--- src/hdl/tlmm_pkg.sv ---
// Shared types and constants for the two-level min/max decimator.
// No dependencies; used by every module of the block.
`timescale 1ns / 1ps

package tlmm_pkg;

	localparam int RATIO_DEF       = 10;
	localparam int SAMPLE_BITS_DEF = 16;
	localparam int QUEUE_DEPTH     = 4;

	localparam logic LEVEL_ONE = 1'b0;
	localparam logic LEVEL_TWO = 1'b1;

	// Control half of one queue entry: up to two result words per sample.
	typedef struct packed {
		logic push;        // entry carries at least one word
		logic dual;        // entry carries two words
		logic word0_level; // level of the first word (second is always level two)
		logic fin;         // last word of the entry ends the array
	} bundle_ctl_t;

endpackage

--- src/hdl/two_level_min_max_decimator.sv ---
// Two-level min/max peak decimator, top level.
// Instantiates tlmm_front, tlmm_queue and tlmm_back; uses tlmm_pkg.
//
// Input channel: sample, last_sample with in_valid / in_stall. A word is taken
// at a rising edge with in_valid high and in_stall low. One sample per cycle is
// accepted unless stalled; window compares and counters act in that cycle.
// Output channel: level, peak_max, peak_min, final_result with out_valid /
// out_stall. Level-one words close every RATIO samples and level-two words
// every RATIO level-one words; at each level the first closes after RATIO/2.
// A sample yields zero, one or two words; a two-word sample emits level one
// first, then level two. Words pass through a queue entry and the output
// register. Throughput: one sample per cycle sustained while out_stall is low;
// the output register drains one word per cycle unless stalled, and a
// four-entry bundle queue absorbs bursts. last_sample flushes open windows
// that are in window zero or hold at least RATIO - RATIO/2 items, marks the
// final word with final_result and restarts both levels for the next array.
// Stall: while out_stall is high the output word holds; queued bundles wait, and
// in_stall rises only once the queue is full.
// Reset (arst_n low): window counters clear, both levels restart at window
// zero, the queue empties and out_valid drops.
`timescale 1ns / 1ps

module two_level_min_max_decimator #(
	parameter int RATIO       = tlmm_pkg::RATIO_DEF,
	parameter int SAMPLE_BITS = tlmm_pkg::SAMPLE_BITS_DEF
) (
	input  logic                          clk,
	input  logic                          arst_n,
	input  logic                          in_valid,
	output logic                          in_stall,
	input  logic signed [SAMPLE_BITS-1:0] sample,
	input  logic                          last_sample,
	output logic                          out_valid,
	input  logic                          out_stall,
	output logic                          level,
	output logic signed [SAMPLE_BITS-1:0] peak_max,
	output logic signed [SAMPLE_BITS-1:0] peak_min,
	output logic                          final_result
);

	tlmm_pkg::bundle_ctl_t         push_ctl, head_ctl;
	logic signed [SAMPLE_BITS-1:0] w0_max, w0_min, w1_max, w1_min;
	logic [4*SAMPLE_BITS-1:0]      head_data;
	logic                          accept, full, not_empty, pop;

	assign in_stall = full;
	assign accept   = in_valid && !full;

	tlmm_front #(
		.RATIO       (RATIO),
		.SAMPLE_BITS (SAMPLE_BITS)
	) u_front (
		.clk         (clk),
		.arst_n      (arst_n),
		.accept      (accept),
		.sample      (sample),
		.last_sample (last_sample),
		.ctl         (push_ctl),
		.w0_max      (w0_max),
		.w0_min      (w0_min),
		.w1_max      (w1_max),
		.w1_min      (w1_min)
	);

	tlmm_queue #(
		.SAMPLE_BITS (SAMPLE_BITS)
	) u_queue (
		.clk       (clk),
		.arst_n    (arst_n),
		.push_ctl  (push_ctl),
		.push_data ({w0_max, w0_min, w1_max, w1_min}),
		.pop       (pop),
		.full      (full),
		.not_empty (not_empty),
		.head_ctl  (head_ctl),
		.head_data (head_data)
	);

	tlmm_back #(
		.SAMPLE_BITS (SAMPLE_BITS)
	) u_back (
		.clk          (clk),
		.arst_n       (arst_n),
		.head_valid   (not_empty),
		.head_ctl     (head_ctl),
		.head_data    (head_data),
		.pop          (pop),
		.out_valid    (out_valid),
		.out_stall    (out_stall),
		.level        (level),
		.peak_max     (peak_max),
		.peak_min     (peak_min),
		.final_result (final_result)
	);

endmodule

--- src/hdl/tlmm_front.sv ---
// Front end: absorbs each accepted sample into the level-one and level-two windows
// and classifies what the sample emits. Depends on tlmm_pkg.
`timescale 1ns / 1ps

module tlmm_front #(
	parameter int RATIO       = tlmm_pkg::RATIO_DEF,
	parameter int SAMPLE_BITS = tlmm_pkg::SAMPLE_BITS_DEF
) (
	input  logic                          clk,
	input  logic                          arst_n,
	input  logic                          accept,
	input  logic signed [SAMPLE_BITS-1:0] sample,
	input  logic                          last_sample,
	output tlmm_pkg::bundle_ctl_t         ctl,
	output logic signed [SAMPLE_BITS-1:0] w0_max,
	output logic signed [SAMPLE_BITS-1:0] w0_min,
	output logic signed [SAMPLE_BITS-1:0] w1_max,
	output logic signed [SAMPLE_BITS-1:0] w1_min
);

	localparam int CNT_W = $clog2(RATIO + 1);
	localparam logic [CNT_W-1:0] HALF  = CNT_W'(RATIO / 2);
	localparam logic [CNT_W-1:0] FULL  = CNT_W'(RATIO);
	localparam logic [CNT_W-1:0] TAIL  = CNT_W'(RATIO - RATIO / 2);

	logic [CNT_W-1:0]              sample_cnt_q, pair_cnt_q;
	logic                          first1_q, first2_q;
	logic signed [SAMPLE_BITS-1:0] max1_q, min1_q, max2_q, min2_q;

	logic [CNT_W-1:0]              c1, p1, p_after;
	logic                          close1, feed1, close2, first2_after, flush2, l2_emit;
	logic signed [SAMPLE_BITS-1:0] max1_n, min1_n, max2_n, min2_n, l2_max, l2_min;

	always_comb begin
		// level one
		if (sample_cnt_q == '0) begin
			max1_n = sample;
			min1_n = sample;
		end else begin
			max1_n = (sample > max1_q) ? sample : max1_q;
			min1_n = (sample < min1_q) ? sample : min1_q;
		end
		c1     = sample_cnt_q + 1'b1;
		close1 = c1 >= (first1_q ? HALF : FULL);
		feed1  = close1 || (last_sample && (first1_q || c1 >= TAIL));

		// level two, fed by the level-one pair
		if (pair_cnt_q == '0) begin
			max2_n = max1_n;
			min2_n = min1_n;
		end else begin
			max2_n = (max1_n > max2_q) ? max1_n : max2_q;
			min2_n = (min1_n < min2_q) ? min1_n : min2_q;
		end
		p1     = pair_cnt_q + 1'b1;
		close2 = feed1 && (p1 >= (first2_q ? HALF : FULL));

		// flush of level two on the last sample
		p_after      = feed1 ? (close2 ? '0 : p1) : pair_cnt_q;
		first2_after = close2 ? 1'b0 : first2_q;
		flush2       = last_sample && (p_after != '0) && (first2_after || p_after >= TAIL);
		l2_emit      = close2 || flush2;
		l2_max       = feed1 ? max2_n : max2_q;
		l2_min       = feed1 ? min2_n : min2_q;

		ctl.push        = accept && (feed1 || l2_emit);
		ctl.dual        = feed1 && l2_emit;
		ctl.word0_level = feed1 ? tlmm_pkg::LEVEL_ONE : tlmm_pkg::LEVEL_TWO;
		ctl.fin         = last_sample;

		w0_max = feed1 ? max1_n : l2_max;
		w0_min = feed1 ? min1_n : l2_min;
		w1_max = l2_max;
		w1_min = l2_min;
	end

	always_ff @(posedge clk or negedge arst_n) begin
		if (!arst_n) begin
			sample_cnt_q <= '0;
			pair_cnt_q   <= '0;
			first1_q     <= 1'b1;
			first2_q     <= 1'b1;
		end else if (accept) begin
			if (last_sample) begin
				// end of array: start over
				sample_cnt_q <= '0;
				pair_cnt_q   <= '0;
				first1_q     <= 1'b1;
				first2_q     <= 1'b1;
			end else begin
				sample_cnt_q <= close1 ? '0 : c1;
				if (close1) begin
					first1_q <= 1'b0;
				end
				if (feed1) begin
					pair_cnt_q <= close2 ? '0 : p1;
					if (close2) begin
						first2_q <= 1'b0;
					end
				end
			end
		end
	end

	always_ff @(posedge clk) begin
		if (accept) begin
			max1_q <= max1_n;
			min1_q <= min1_n;
			if (feed1) begin
				max2_q <= max2_n;
				min2_q <= min2_n;
			end
		end
	end

endmodule

--- src/hdl/tlmm_queue.sv ---
// Short queue of result bundles between front and back end.
// Depends on tlmm_pkg for the bundle control type and depth.
`timescale 1ns / 1ps

module tlmm_queue #(
	parameter int SAMPLE_BITS = tlmm_pkg::SAMPLE_BITS_DEF
) (
	input  logic                           clk,
	input  logic                           arst_n,
	input  tlmm_pkg::bundle_ctl_t          push_ctl,
	input  logic [4*SAMPLE_BITS-1:0]       push_data,
	input  logic                           pop,
	output logic                           full,
	output logic                           not_empty,
	output tlmm_pkg::bundle_ctl_t          head_ctl,
	output logic [4*SAMPLE_BITS-1:0]       head_data
);

	localparam int DEPTH = tlmm_pkg::QUEUE_DEPTH;
	localparam int PTR_W = $clog2(DEPTH);
	localparam int CNT_W = $clog2(DEPTH + 1);

	tlmm_pkg::bundle_ctl_t    ctl_q  [DEPTH];
	logic [4*SAMPLE_BITS-1:0] data_q [DEPTH];
	logic [PTR_W-1:0]         wr_ptr_q, rd_ptr_q;
	logic [CNT_W-1:0]         count_q;

	assign full      = count_q == CNT_W'(DEPTH);
	assign not_empty = count_q != '0;
	assign head_ctl  = ctl_q[rd_ptr_q];
	assign head_data = data_q[rd_ptr_q];

	always_ff @(posedge clk) begin
		if (push_ctl.push) begin
			ctl_q[wr_ptr_q]  <= push_ctl;
			data_q[wr_ptr_q] <= push_data;
		end
	end

	always_ff @(posedge clk or negedge arst_n) begin
		if (!arst_n) begin
			wr_ptr_q <= '0;
			rd_ptr_q <= '0;
			count_q  <= '0;
		end else begin
			if (push_ctl.push) begin
				wr_ptr_q <= (wr_ptr_q == PTR_W'(DEPTH - 1)) ? '0 : wr_ptr_q + 1'b1;
			end
			if (pop) begin
				rd_ptr_q <= (rd_ptr_q == PTR_W'(DEPTH - 1)) ? '0 : rd_ptr_q + 1'b1;
			end
			case ({push_ctl.push, pop})
				2'b10:   count_q <= count_q + 1'b1;
				2'b01:   count_q <= count_q - 1'b1;
				default: count_q <= count_q;
			endcase
		end
	end

	a_no_overflow: assert property (@(posedge clk) disable iff (!arst_n)
		!(push_ctl.push && full && !pop)) else $error("queue push while full");
	a_no_underflow: assert property (@(posedge clk) disable iff (!arst_n)
		pop |-> not_empty) else $error("queue pop while empty");
	a_count_bound: assert property (@(posedge clk) disable iff (!arst_n)
		count_q <= CNT_W'(DEPTH)) else $error("queue count beyond depth");

endmodule

--- src/hdl/tlmm_back.sv ---
// Back end: splits each queued bundle into result words and holds them
// in the output register. Depends on tlmm_pkg.
`timescale 1ns / 1ps

module tlmm_back #(
	parameter int SAMPLE_BITS = tlmm_pkg::SAMPLE_BITS_DEF
) (
	input  logic                          clk,
	input  logic                          arst_n,
	input  logic                          head_valid,
	input  tlmm_pkg::bundle_ctl_t         head_ctl,
	input  logic [4*SAMPLE_BITS-1:0]      head_data,
	output logic                          pop,
	output logic                          out_valid,
	input  logic                          out_stall,
	output logic                          level,
	output logic signed [SAMPLE_BITS-1:0] peak_max,
	output logic signed [SAMPLE_BITS-1:0] peak_min,
	output logic                          final_result
);

	logic                          valid_q, sub_q, load;
	logic                          level_q, final_q;
	logic signed [SAMPLE_BITS-1:0] max_q, min_q;

	assign load = head_valid && (!valid_q || !out_stall);
	assign pop  = load && (!head_ctl.dual || sub_q);

	always_ff @(posedge clk or negedge arst_n) begin
		if (!arst_n) begin
			valid_q <= 1'b0;
			sub_q   <= 1'b0;
		end else begin
			if (load) begin
				valid_q <= 1'b1;
				sub_q   <= head_ctl.dual && !sub_q;
			end else if (!out_stall) begin
				valid_q <= 1'b0;
			end
		end
	end

	always_ff @(posedge clk) begin
		if (load) begin
			if (sub_q) begin
				level_q <= tlmm_pkg::LEVEL_TWO;
				max_q   <= head_data[2*SAMPLE_BITS-1:SAMPLE_BITS];
				min_q   <= head_data[SAMPLE_BITS-1:0];
				final_q <= head_ctl.fin;
			end else begin
				level_q <= head_ctl.word0_level;
				max_q   <= head_data[4*SAMPLE_BITS-1:3*SAMPLE_BITS];
				min_q   <= head_data[3*SAMPLE_BITS-1:2*SAMPLE_BITS];
				// only the last word of the bundle may end the array
				final_q <= head_ctl.fin && !head_ctl.dual;
			end
		end
	end

	assign out_valid    = valid_q;
	assign level        = level_q;
	assign peak_max     = max_q;
	assign peak_min     = min_q;
	assign final_result = final_q;

	a_second_word_waits: assert property (@(posedge clk) disable iff (!arst_n)
		sub_q |-> head_valid && head_ctl.dual) else $error("second word without bundle");
	a_second_is_level_two: assert property (@(posedge clk) disable iff (!arst_n)
		(load && sub_q) |=> level_q == tlmm_pkg::LEVEL_TWO)
		else $error("second word not level two");

endmodule

--- config.mk ---
export PLATFORM = sky130hd
export DESIGN_NAME = two_level_min_max_decimator
export DESIGN_NICKNAME = d
export VERILOG_FILES = /design/src/hdl/tlmm_pkg.sv /design/src/hdl/two_level_min_max_decimator.sv /design/src/hdl/tlmm_front.sv /design/src/hdl/tlmm_queue.sv /design/src/hdl/tlmm_back.sv
export SDC_FILE = /design/constraint.sdc
export NUM_CORES = 1
export LEC_CHECK = 0
export ABC_AREA = 1
export BUFFER_PORTS_ARGS = -buffer_cell sky130_fd_sc_hd__buf_2
export CORE_MARGIN = 2
export CORE_UTILIZATION = 47
export CTS_BUF_LIST = sky130_fd_sc_hd__clkbuf_8
export DETAILED_ROUTE_END_ITERATION = 6
export GPL_TIMING_DRIVEN = 0
export PLACE_DENSITY_LB_ADDON = 0.25
export SYNTH_ARGS = -nofsm -noshare
export SYNTH_HDL_FRONTEND = slang
export SYNTH_SLANG_ARGS = --single-unit
--- constraint.sdc ---
create_clock -name clk -period 5.9 [get_ports clk]
set_clock_uncertainty 0.2 [all_clocks]
set_input_delay 0.885 -clock clk [delete_from_list [all_inputs] [get_ports clk]]
set_output_delay 0.885 -clock clk [all_outputs]
set_load 0.01 [all_outputs]
==> results by stage, run 1 <==
CTS:
- The clock tree synthesis step divided the H-tree into 2 levels.
- In this run the clock root is driven by a clkbuf_8.
- For the worst-skew pair, the clock arrives at the later sink with an insertion delay of between 0.6 and 0.7 ns.
- The number of buffers inserted to repair setup after CTS is 0.
- TritonCTS built the clock tree.
- The TritonCTS sink count is approximately 390.
- Clock tree synthesis inserted a total of 60 buffers.
- The clock-pin slew reported for the worst setup and hold paths after clock tree synthesis is about 0.060 ns.
- In this run the deepest clock path goes through 3 buffers.

Floorplanning:
- In this run the vertical extent of the chip is ~200 um.
- The initial cell density of the core is 0.4758.
- Pin placement for this block handled 57 I/O pins.
- The floorplan step set the die width to 196.1 um.
- The total core area is about 36000 sq um.
- The total die area is a little under 40000 sq um.
- The number of placement rows is 70.

Critical path:
- The critical path is of the in -> reg type.
- The delay of the slowest cell on the worst path is 0.49 ns.
- The worst-path maximum fanout is 10.
- The capturing element type of the critical path is a flip-flop.
- The most numerous cell on the critical path is nand2_1.
- Counting cells, the worst reg-to-reg path comes to 25.
- The count of buffer and inverter cells on the critical path is 4.
- The cell type of the slowest stage on the worst timing path is o21ai_0.
- The startpoint type of the worst setup path is an input port.
- The data arrival time of the worst path is 5.57 ns.
- The worst register-to-register path begins at u_front.max1_q[9]$_DFFE_PP_.
- The required time at the worst-slack endpoint is between 6 and 7 ns.
- The slack of the worst reg-to-reg path is around 0.50 ns.
- The family of cells with the greatest summed delay on the critical path is compound AO/OA/AOI/OAI gates.
- The endpoint identified for the worst register-to-register timing path is u_queue.data_q[3][31]$_DFFE_PP_.

Logic synthesis:
- The number of nets in the synthesized netlist is about 1600.
- Of the synthesized area, sequential elements account for 0.6615.
- The mapped netlist covers around 17000 sq um.
- In the synthesized netlist, the number of instances is 1544.
- Yosys mapped a number of flops with a built-in enable equal to 366.
- Synthesis instantiated between 40 and 50 different standard cells from the library.
- During synthesis, Yosys emitted a total of 0 warnings.
- The predominant post-synthesis flop cell is edfxtp_1.
- A synthesized cell averages between 10 and 15 sq um.
- In the synthesized netlist the async set-or-reset flop fraction comes to 0.04935.
- Synthesis inferred ~390 register bits.

Layout:
- The share of final-layout standard cells stronger than drive strength 1 is 0.1005.
- The antenna cell count is 0.
- The post-synthesis to final-layout area growth is 13.03%.
- In the layout the commonest cells are 366 x edfxtp_1, 253 x nor2_1, 213 x o21ai_0.
- The final design instance area without fill is approximately 20000 sq um.
- The count of nets after finishing is around 1800.
- The most common library cell in the layout ignoring fill and taps is edfxtp_1.

Pwr:
- The leakage power figure is ~7.7 nW.
- IR analysis of the VDD net gives a maximum drop of between 0.3 and 0.4 mV.
- For this design the ratio of total power to cell area is around 660 nW/um^2.

STA:
- The count of endpoints failing hold in the final timing report is 0.
- The final clock period utilization by the worst path is 0.9183.
- For this run, the top clock speed supported by timing is ~0.18 GHz.
- Headroom to the max-slew limit came out at 0.3294.
- Setup repair after global routing left no endpoint under its margin.
- At the pin with the least slew margin, the transition time is roughly 1 ns.
- The count of pins over their slew limit is 0.
- The total negative setup slack is 0 ns.
- The worst path needs between 5 and 6 ns of the cycle, external delays included.
- The final number of setup-violating endpoints is 0.

Detailed routing:
- The count of nets left with antenna violations after detail routing is 0.
- For this block, the initial DRC count from the detailed router was ~1200.
- After detailed routing, the number of remaining DRC violations is 0.
- The first-pass iteration count of the detailed router is 5.
- The average routed wire per standard cell is 19.86 um.
- The final layout contains routed wiring with a total length of ~43 mm.
- The vias after detailed routing is roughly 12000.
- In the routed layout, each cell is associated on average with a via count of about 5.5.

Global routing:
- Across every metal layer, demand over resource in global routing totals 0.2297.
- The global-route wire length before repair is 66.52 mm.
- The total congestion overflow is 0.
- The number of global-route vias before repair was approximately 11000.
- The number of antenna violations at the first check in global routing is 0.
- The largest net degree at the start of global routing is 54.

Worst hold path:
- The launch instance of the worst min-delay path is out_stall.
- The path with the worst hold slack has its endpoint at u_back.out_valid$_DFFE_PN0P_.
- Along the worst hold path, the cell count comes to 3.
- The worst hold path belongs to the class in -> reg.

Placement:
- The routability congestion estimate is roughly 0.92.
- Summed over all nets, the half-perimeter wirelength after detailed placement is 30.74 mm.
- Once placement finished, the instance area stood at around 18000 sq um.
- The total of buffers placed on input and output ports is 56.

Status:
- The run finished with clean final reports.

Run:
- Across the run, the number of max-cap violations was 0.
==> how the worst max path moves through the flow <==
stage	startpoint	cells after the start	endpoint	slack (ns)
floorplan	u_front.sample_cnt_q[0]$_DFFE_PN0P_	18	u_queue.ctl_q[0][0]$_DFFE_PP_	-0.10
global placement	u_front.sample_cnt_q[0]$_DFFE_PN0P_	18	u_queue.data_q[3][42]$_DFFE_PP_	-2.93
detailed placement	sample[9]	24	u_queue.data_q[3][23]$_DFFE_PP_	-0.28
CTS	u_front.max1_q[9]$_DFFE_PP_	24	u_queue.data_q[3][23]$_DFFE_PP_	0.37
global route	u_front.max1_q[9]$_DFFE_PP_	26	u_queue.data_q[1][21]$_DFFE_PP_	0.01
finish	sample[9]	25	u_queue.data_q[3][31]$_DFFE_PP_	0.48
==> where the power goes <==
part	leakage, nW	internal (mW)	switching, mW	total, mW
Clock	0.623	1.09	1.05	2.14
Sequential	3.63	4.91	0.321	5.23
Combinational	3.42	1.45	4.04	5.49
==> sequential cells by signal (all words and copies together), names as in the netlist, 2 cells and up <==
name and flops:
u_front.sample_cnt_q 4, u_queue.data_q 256, u_front.min1_q 16, u_queue.wr_ptr_q 2, u_queue.rd_ptr_q 2, u_queue.count_q 3
u_back.peak_min 16, u_front.max1_q 16, u_front.max2_q 16, u_front.min2_q 16, u_queue.ctl_q 12, u_back.peak_max 16
u_front.pair_cnt_q 4
==> synthesized netlist by cell type, types with 4 or more instances <==
library cell / n / area [sq um]
nand2_1: 166 / 623.1
o21ai_0: 225 / 1126
nand4_1: 9 / 56.30
nor2_1: 257 / 964.7
a21oi_1: 26 / 130.1
nor3_1: 6 / 30.03
inv_1: 160 / 600.6
ha_1: 82 / 1026
a31oi_1: 35 / 219.0
buf_1: 4 / 15.01
xor2_1: 6 / 52.55
o22ai_1: 38 / 237.7
nand2_2: 12 / 75.07
dfrtp_1: 17 / 425.4
edfxtp_1: 366 / 10990
nand3_1: 29 / 145.1
o21ai_1: 4 / 20.02
a22oi_1: 4 / 30.03
clkbuf_1: 64 / 240.2
o211ai_1: 6 / 45.04
==> layer usage <==
metal | part of all wire | vias to the layer above | wire (um) | track usage
li1 | - | 5685 | - | -
met1 | 0.45 | 5797 | 19580 | 0.3344
met2 | 0.45 | 462 | 19590 | 0.3536
met3 | 0.076 | 59 | 3321 | 0.03524
met4 | 0.023 | 0 | 991 | 0.08053
met5 | 0 | - | 0 | 0
==> timing repair <==
action / 4_1_cts / 5_1_grt
endpoints found under the hold margin: 13 / 0
hold buffers: 1 / 0
endpoints found under the setup margin: 0 / 73
resized for setup: 0 / 14
==> through the flow <==
step	power, mW	setup WS (ns)	util	instances	hold slack (ns)
final	12.86	0.4823	0.5378	2189	0.2821
after detailed placement	10.67	-0.2760	0.5066	2078	0.3047
after CTS	12.83	0.3746	0.5378	2189	0.2337
after global placement	10.48	-2.933	0.4996	2068	0.2876
after global routing	13.71	0.01059	0.5378	2189	0.2820
after floorplan	8.557	-0.1031	-	1544	0.2904
==> logic make-up after synthesis <==
kind of cell	share of synthesized area
xor+xnor	0.003536
buf+inv	0.05117
compound gates	0.1103
fa+ha+maj	0.06033
flops	0.6615
simple gates	0.1132
==> worst reg2reg max path, delay by kind of cell (launching register included) <==
kind | cells | cell delay [ns]
compound gates | 9 | 1.90
simple gates | 9 | 0.99
buf+inv | 4 | 0.86
fa+ha+maj | 2 | 0.55
flops | 1 | 0.38
xor+xnor | 1 | 0.20
==> layout make-up <==
cell class,count,area [sq um]
inverter,161,604.3
clock buffer,61,839.6
clock inverter,49,285.3
buffer,71,287.8
sequential,385,11470
fill,3101,16840
timing repair buffer,67,513.0
tap,468,585.6
multi-input combinational,927,5011
Power figures use the tool's default switching activity.
==> run 2: changes to the inputs <==
- BUFFER_PORTS_ARGS: -buffer_cell sky130_fd_sc_hd__buf_2 -> -buffer_cell sky130_fd_sc_hd__buf_4
- clock period: 5.9 -> 4.76 ns (I/O delays scaled with it)
==> run 2 against run 1 <==
  * The run now ends with negative setup slack left
  * Sequential share of layout area is 3.0 points lower
  * Cell count increased by 1.5%
  * Worst setup slack worse by 0.59 ns
  * Largest cell class unchanged
  * Die area unchanged
==> results by stage, run 2 (synthesized netlist as in run 1, its figures left out) <==
Layout:
- Leading cell types in the layout, fill and taps excluded: 366 x edfxtp_1, 253 x nor2_1, 187 x o21ai_0 (was 366 x edfxtp_1, 253 x nor2_1, 213 x o21ai_0).
- The share of the core filled with cells in the final layout is 0.5670 (was 0.5378).
- The most common library cell in the layout ignoring fill and taps is edfxtp_1 (unchanged).
- The number of flip-flops under the largest register name is 256 (unchanged).
- The share of final-layout standard cells stronger than drive strength 1 is 0.1648 (was 0.1005).
- The storage element area is 11470 sq um (unchanged).
- The register name with the most flops is u_queue.data_q (unchanged).
- The post-synthesis to final-layout area growth is 19.17% (was 13.03%).
- The count of placed standard cells in the final layout, fillers left out was 2222 (was 2189).
- The final design instance area without fill was 20660 sq um (was 19600 sq um).
- The total area of multi-input combinational cells is 5560 sq um (was 5011 sq um).
- The antenna cell count is 0 (unchanged).
- The count of nets after finishing is 1810 (was 1777).
- The number of inserted filler cells in the final layout is 3007 (was 3101).

STA:
- The final clock period utilization by the worst path is 1.022.
- The slack of the critical path is -0.1051 ns (was 0.4823 ns).
- The worst slew slack as a fraction of its limit is 0.3037 (was 0.3294).
- The upper clock frequency limit is roughly 0.2 GHz.
- The final number of setup-violating endpoints is 80 (was 0).
- The worst path in the final design needs a cycle of slightly below 5 ns, including I/O delays and setup.
- The transition at the pin with the smallest max-transition slack was 1.036 ns (was 0.9954 ns).
- The count of endpoints failing hold in the final timing report is 0 (unchanged).
- Unrepaired setup endpoints after global routing: true (was false).
- The count of pins over their slew limit is 0 (unchanged).

Global routing:
- The global-route wire length before repair is 68.63 mm (was 66.52 mm).
- The number of antenna violations at the first check in global routing is 0 (unchanged).
- The met1 track demand over resource is 0.3353 (was 0.3344).
- The largest net degree at the start of global routing came to 49 (was 54).
- The number of global-route vias before repair came to 11800 (was 11480).
- The global-route track usage on met3 is 0.03988 (was 0.03524).
- The most heavily used metal layer in global routing was met2 (unchanged).
- The total routing resource utilization after global routing is 0.2368 (was 0.2297).
- The total congestion overflow is 0 (unchanged).
- The global routing usage on met2 is 0.3739 (was 0.3536).

Floorplanning:
- The horizontal die dimension is 196.1 um (unchanged).
- The total core area is 36430 sq um (unchanged).
- The number of placement rows is 70 (unchanged).
- The height of the die came to 196.1 um (unchanged).
- The initial cell density of the core came to 0.4758 (unchanged).
- The boundary pin count was 57 (unchanged).
- The total die area was 38440 sq um (unchanged).

CTS:
- The total number of H-tree levels came to 2 (unchanged).
- The TritonCTS sink count is 385 (unchanged).
- The clock tree from TritonCTS was built (unchanged).
- The total clock buffers created by CTS is 60 (unchanged).
- The source-to-sink clock delay at the later pin of the worst-skew pair was 0.64 ns (was 0.65 ns).
- The clock-pin slew reported for the worst setup and hold paths after clock tree synthesis was 0.07 ns (was 0.06 ns).
- The maximum buffer depth of the clock tree is 3 (unchanged).
- The buffer type at the clock tree root is clkbuf_8 (unchanged).

Detailed routing:
- The DRC violations left is 0 (unchanged).
- The average routed wire per standard cell was 20.74 um (was 19.86 um).
- The violation count after the first detailed-routing iteration is 1315 (was 1226).
- The count of nets left with antenna violations after detail routing is 0 (unchanged).
- The post-detailed-routing wire length is 46.09 mm (was 43.48 mm).
- The first-pass iteration count of the detailed router is 5 (unchanged).
- The via density per instance is 5.588 (was 5.483).
- The vias after detailed routing is 12420 (was 12000).

Placement:
- The HPWL after detailed placement is 30.93 mm (was 30.74 mm).
- The post-place setup slack is -1.238 ns (was -0.2760 ns).
- The number of placed instances with taps included is 2077 (was 2078).
- The total of buffers placed on input and output ports was 56 (unchanged).
- The total cell area at the placement stage is 18580 sq um (was 18460 sq um).
- The routability congestion estimate was 0.9471 (was 0.9203).

Critical path:
- The count of buffer and inverter cells on the critical path is 4 (unchanged).
- The worst flop-to-flop path startpoint is u_front.max1_q[11]$_DFFE_PP_ (was u_front.max1_q[9]$_DFFE_PP_).
- The worst setup path category was reg -> reg (was in -> reg).
- The critical path depth was 24 (was 25).
- The worst-path maximum fanout was 7 (was 10).
- The data arrival time of the worst path is 5.09 ns (was 5.57 ns).
- The start point of the critical path was u_front.max1_q[11]$_DFFE_PP_ (was sample[9]).
- The capturing element type of the critical path is a flip-flop (unchanged).
- The delay of the slowest cell on the worst path is 0.41 ns (was 0.49 ns).
- Walking the worst path, the cells encountered are inv_1 > ha_1 > nand2_2 > nor2_1 > a211oi_2 > nor2_1 > nor3_1 > a21boi_2 > nand3b_1 > o211ai_1 > nand2_2 > buf_8 > o21ai_4 > inv_1 > ha_1 > nand4_1 > a31oi_1 > a2111oi_1 > nand2_1 > xor2_1 > o21ai_2 > nand2_4 > clkbuf_16 > o21ai_4.
- The required time at the worst-slack endpoint is 4.99 ns (was 6.05 ns).
- The depth of the worst register-to-register path is 24 (was 25).
- The startpoint type of the worst setup path is a flip-flop (was input port).
- The family of cells with the greatest summed delay on the critical path was compound AO/OA/AOI/OAI gates (unchanged).
- The cell type of the slowest stage on the worst timing path was edfxtp_1 (was o21ai_0).

Worst hold path:
- The kind of path behind the tightest hold check is in -> reg (unchanged).
- The number of stages on the worst hold path is 3 (unchanged).
- The launch instance of the worst min-delay path was out_stall (unchanged).

Run:
- The reported max-cap violation count is 0 (unchanged).

Status:
- Outcome: finished, violations left (was finished, final reports clean).
- The checks that failed: negative setup slack.
-- run 2: cell types whose count changed in the layout (fill, tap and decap cells not counted), sizes merged, moves of 2 or more --
| cell | previous run | this run |
|---|---|---|
| clkbuf | 125 | 122 |
| buf | 73 | 107 |
| inv | 172 | 176 |
| nor2 | 257 | 259 |
| clkinv | 33 | 28 |
| clkinvlp | 2 | 4 |
-- run 2: timing repair --
action	in CTS	in global routing
hold endpoints to repair	17	0
setup endpoints to repair	225	210
cloned	2	5
hold buffers	1	0
pin swaps	4	6
buffers inserted	9	18
resized for setup	87	96
-- run 2: worst reg2reg max path: stages, from the launching register on --
cell and delay (ns):
edfxtp_1 0.41, inv_1 0.08, ha_1 0.26, nand2_2 0.09, nor2_1 0.06, a211oi_2 0.15
nor2_1 0.06, nor3_1 0.13, a21boi_2 0.20, nand3b_1 0.09, o211ai_1 0.11, nand2_2 0.24
buf_8 0.22, o21ai_4 0.18, inv_1 0.10, ha_1 0.31, nand4_1 0.20, a31oi_1 0.11
a2111oi_1 0.41, nand2_1 0.12, xor2_1 0.17, o21ai_2 0.16, nand2_4 0.14, clkbuf_16 0.20
o21ai_4 0.24
-- run 2: final cells by class --
class                   count  area share
clock buffers              61     0.04064
flip-flops and latches    385      0.5551
clock inverters            49     0.01351
repair buffers             98     0.04639
well taps                 468     0.02834
plain buffers              71     0.01762
multi-input cells         929      0.2691
inverters                 161     0.02925
-- run 2: worst paths after layout --
check,to,slack (ns)
max,u_queue.data_q[3][29]$_DFFE_PP_,-0.11
min,u_back.out_valid$_DFFE_PN0P_,0.10
max reg2reg,u_queue.data_q[3][29]$_DFFE_PP_,-0.11
min reg2reg,u_back.out_valid$_DFFE_PN0P_,0.32
max in group asynchronous,u_front.first2_q$_DFFE_PN1P_,3.74
min in group asynchronous,u_back.out_valid$_DFFE_PN0P_,0.32
-- run 2: metal layers --
layer | vias up | part of all wire
li1 | 5767 | -
met1 | 6004 | 0.43
met2 | 544 | 0.46
met3 | 101 | 0.085
met4 | 0 | 0.027
met5 | - | 0
-- run 2: stage by stage --
| step | TNS [ns] | hold slack (ns) |
|---|---|---|
| floorplan | -43.49 | 0.2184 |
| global placement | -643.80 | 0.2999 |
| detailed placement | -126.16 | 0.2994 |
| CTS | -0.1656 | 0.08533 |
| global route | -19.84 | 0.1016 |
| finish | -6.073 | 0.1046 |
Power of run 2 is left out: the tool's default activity adds up to more than one toggle a clock period on the data nets, which glitch-free logic cannot reach.
==> run 3: changes to the inputs <==
- SYNTH_HIERARCHICAL: not set -> 1
- clock period: 4.76 -> 6 ns (I/O delays scaled with it)
==> run 3 against run 2 <==
  * Critical endpoint is now u_queue/data_q[0][25]$_DFFE_PP_
  * Largest cell class unchanged
  * Worst setup slack better by 0.45 ns
  * The flow now finishes without violations
  * Critical path depth unchanged
  * Cell count up 13%
  * Sequential share of layout area down 1.0 points
==> results by stage, run 3 <==
Global routing:
- The global-route track usage on met3 came to 0.03837 (was 0.03988).
- The total routing resource utilization after global routing came to 0.2203 (was 0.2368).
- The largest net degree at the start of global routing is 51 (was 49).
- The most heavily used metal layer in global routing is met2 (unchanged).
- The met1 track demand over resource is 0.3081 (was 0.3353).
- The number of global-route vias before repair was 12410 (was 11800).
- The number of antenna violations at the first check in global routing is 0 (unchanged).
- The total congestion overflow is 0 (unchanged).
- The global routing usage on met2 is 0.3473 (was 0.3739).
- The global-route wire length before repair is 68.29 mm (was 68.63 mm).

STA:
- For this run, the top clock speed supported by timing is between 0.15 and 0.2 GHz.
- The final clock period utilization by the worst path is 0.9424.
- The count of endpoints failing hold in the final timing report came to 0 (unchanged).
- The final number of setup-violating endpoints is 0 (was 80).
- The count of pins over their slew limit is 0 (unchanged).
- The total negative setup slack is 0 ns (was -6.073 ns).
- The transition at the pin with the smallest max-transition slack is 0.9092 ns (was 1.036 ns).
- The worst slew slack as a fraction of its limit came to 0.3875 (was 0.3037).
- Unrepaired setup endpoints after global routing: true (unchanged).
- The smallest clock period supported by the final layout is computed as 5.655 ns.

Run:
- The reported max-cap violation count is 0 (unchanged).

CTS:
- The total number of H-tree levels was 3 (was 2).
- The TritonCTS sink count is 385 (unchanged).
- The buffer type at the clock tree root is clkbuf_8 (unchanged).
- The clock-pin slew reported for the worst setup and hold paths after clock tree synthesis is 0.06 ns (was 0.07 ns).
- The number of buffers inserted to repair setup after CTS is 0 (was 9).
- The source-to-sink clock delay at the later pin of the worst-skew pair is 0.61 ns (was 0.64 ns).
- The total clock buffers created by CTS was 66 (was 60).
- The clock tree from TritonCTS is built (unchanged).
- The maximum buffer depth of the clock tree came to 3 (unchanged).

Logic synthesis:
- The synthesized area divided by synthesized cell count is 10.14 sq um (was 11.23 sq um).
- The post-synthesis cell area came to 18470 sq um (was 17340 sq um).
- The post-synthesis net count is 1925 (was 1648).
- The number of standard cells after synthesis is 1822 (was 1544).
- The synthesis warning total is 6 (was 0).

Detailed routing:
- The violation count after the first detailed-routing iteration was 974 (was 1315).
- The post-detailed-routing wire length came to 43.73 mm (was 46.09 mm).
- The first-pass iteration count of the detailed router is 6 (was 5).
- The via density per instance is 4.974 (was 5.588).
- The DRC violations left was 0 (unchanged).
- The count of nets left with antenna violations after detail routing is 0 (unchanged).
- The vias after detailed routing came to 12540 (was 12420).
- The average routed wire per standard cell is 17.35 um (was 20.74 um).

Critical path:
- The required time at the worst-slack endpoint is 6.04 ns (was 4.99 ns).
- The worst setup path category is in -> reg (was reg -> reg).
- The start point of the critical path is sample[3] (was u_front.max1_q[11]$_DFFE_PP_).
- The data arrival time of the worst path came to 5.69 ns (was 5.09 ns).
- The worst-path maximum fanout is 10 (was 7).
- The capturing element type of the critical path is a flip-flop (unchanged).
- The worst flop-to-flop path startpoint is u_front/max1_q[3]$_DFFE_PP_ (was u_front.max1_q[11]$_DFFE_PP_).
- The startpoint type of the worst setup path is an input port (was flip-flop).

Worst hold path:
- The launch instance of the worst min-delay path is u_queue/count_q[2]$_DFFE_PN0P_ (was out_stall).
- The kind of path behind the tightest hold check is reg -> reg (was in -> reg).

Layout:
- The storage element area is 11470 sq um (unchanged).
- The number of flip-flops under the largest register name is 256 (unchanged).
- Leading cell types in the layout, fill and taps excluded: 532 x nand2_1, 366 x edfxtp_1, 306 x inv_1 (was 366 x edfxtp_1, 253 x nor2_1, 187 x o21ai_0).
- The total area of multi-input combinational cells came to 5453 sq um (was 5560 sq um).
- The most common library cell in the layout ignoring fill and taps is nand2_1 (was edfxtp_1).
- The antenna cell count is 0 (unchanged).
- The count of nets after finishing is 2057 (was 1810).
- The share of final-layout standard cells stronger than drive strength 1 is 0.1284 (was 0.1648).
- The register name with the most flops is u_queue/data_q (was u_queue.data_q).
- The number of inserted filler cells in the final layout is 3420 (was 3007).
- The post-synthesis to final-layout area growth came to 13.98% (was 19.17%).

Floorplanning:
- The horizontal die dimension is 202.2 um (was 196.1 um).
- The height of the die is 202.2 um (was 196.1 um).
- The total die area is 40890 sq um (was 38440 sq um).
- The total core area is 38740 sq um (was 36430 sq um).
- The initial cell density of the core came to 0.4767 (was 0.4758).
- The boundary pin count is 57 (unchanged).
- The number of placement rows came to 72 (was 70).

Placement:
- The HPWL after detailed placement is 30.96 mm (was 30.93 mm).
- The routability congestion estimate is 0.9178 (was 0.9471).
- The total of buffers placed on input and output ports is 56 (unchanged).

Status:
- Outcome: finished, final reports clean (was finished, violations left).

Pwr:
- For this design the static power due to leakage is approximately 9.3 nW.
- VDD sags by at most about 0.40 mV.
- The design draws roughly 13 mW.
- Power spread over the standard cell area amounts to 637.1 nW/um^2.
run 3: critical path, stage by stage:
cell and delay (ns):
buf_4 0.14, ha_1 0.30, a21oi_1 0.18, o21a_1 0.17, o211ai_1 0.09, a211oi_1 0.32
o2111ai_1 0.16, o211ai_1 0.13, nand2_1 0.14, clkbuf_1 0.25, o21ai_0 0.36, inv_1 0.16
ha_1 0.34, nand2_1 0.06, inv_1 0.07, nand3_1 0.09, nor3_1 0.34, nand2_1 0.10
o2111ai_1 0.11, nor3_1 0.08, nand3b_1 0.16, a21oi_1 0.30, clkbuf_1 0.36, o21ai_0 0.36
run 3: metrics by stage:
step	utilization	cell area [sq um]	hold slack, ns	cells	worst slack (ns)
CTS	0.5428	21030	0.2951	2519	0.4426
global placement	0.5043	19540	0.2576	2396	-1.874
global route	0.5433	21050	0.3261	2520	-0.0002918
detailed placement	0.5088	19710	0.2767	2402	-0.1458
floorplan	-	18470	0.2417	1822	0.7842
finish	0.5433	21050	0.2963	2520	0.3453
run 3: final cells by class:
cell class / instances / area share
Inverter: 299 / 0.05410
Timing Repair Buffer: 64 / 0.02889
Clock inverter: 45 / 0.01569
Buffer: 75 / 0.02015
Tap cell: 518 / 0.03079
Multi-Input combinational cell: 1063 / 0.2591
Sequential cell: 385 / 0.5449
Clock buffer: 71 / 0.04643
run 3: worst paths after layout:
kind	end	slack, ns	depth (start not counted)
min in group asynchronous	u_front/sample_cnt_q[2]$_DFFE_PN0P_	0.54	2
hold / removal	u_queue/count_q[2]$_DFFE_PN0P_	0.30	2
max in group asynchronous	u_front/first1_q$_DFFE_PN1P_	4.76	2
setup / recovery	u_queue/data_q[0][25]$_DFFE_PP_	0.35	24
hold reg to reg	u_queue/count_q[2]$_DFFE_PN0P_	0.30	2
setup reg to reg	u_queue/data_q[0][25]$_DFFE_PP_	0.41	24
run 3: report_power, final:
group	switching (mW)	leakage [nW]	internal [mW]	total (mW)
clock	1.05	0.728	1.31	2.36
sequential	0.293	3.64	4.79	5.08
combinational	4.21	4.97	1.76	5.97
run 3: layer usage:
metal,routed length [um],up-vias
met1,19530,5828
met2,19630,404
met5,0,-
met4,1102,0
li1,-,6248
met3,3467,55
run 3: repair_timing:
action / CTS / global route
hold buffers: 1 / 0
endpoints found under the hold margin: 14 / 0
endpoints found under the setup margin: 0 / 50
resized for setup: 0 / 4
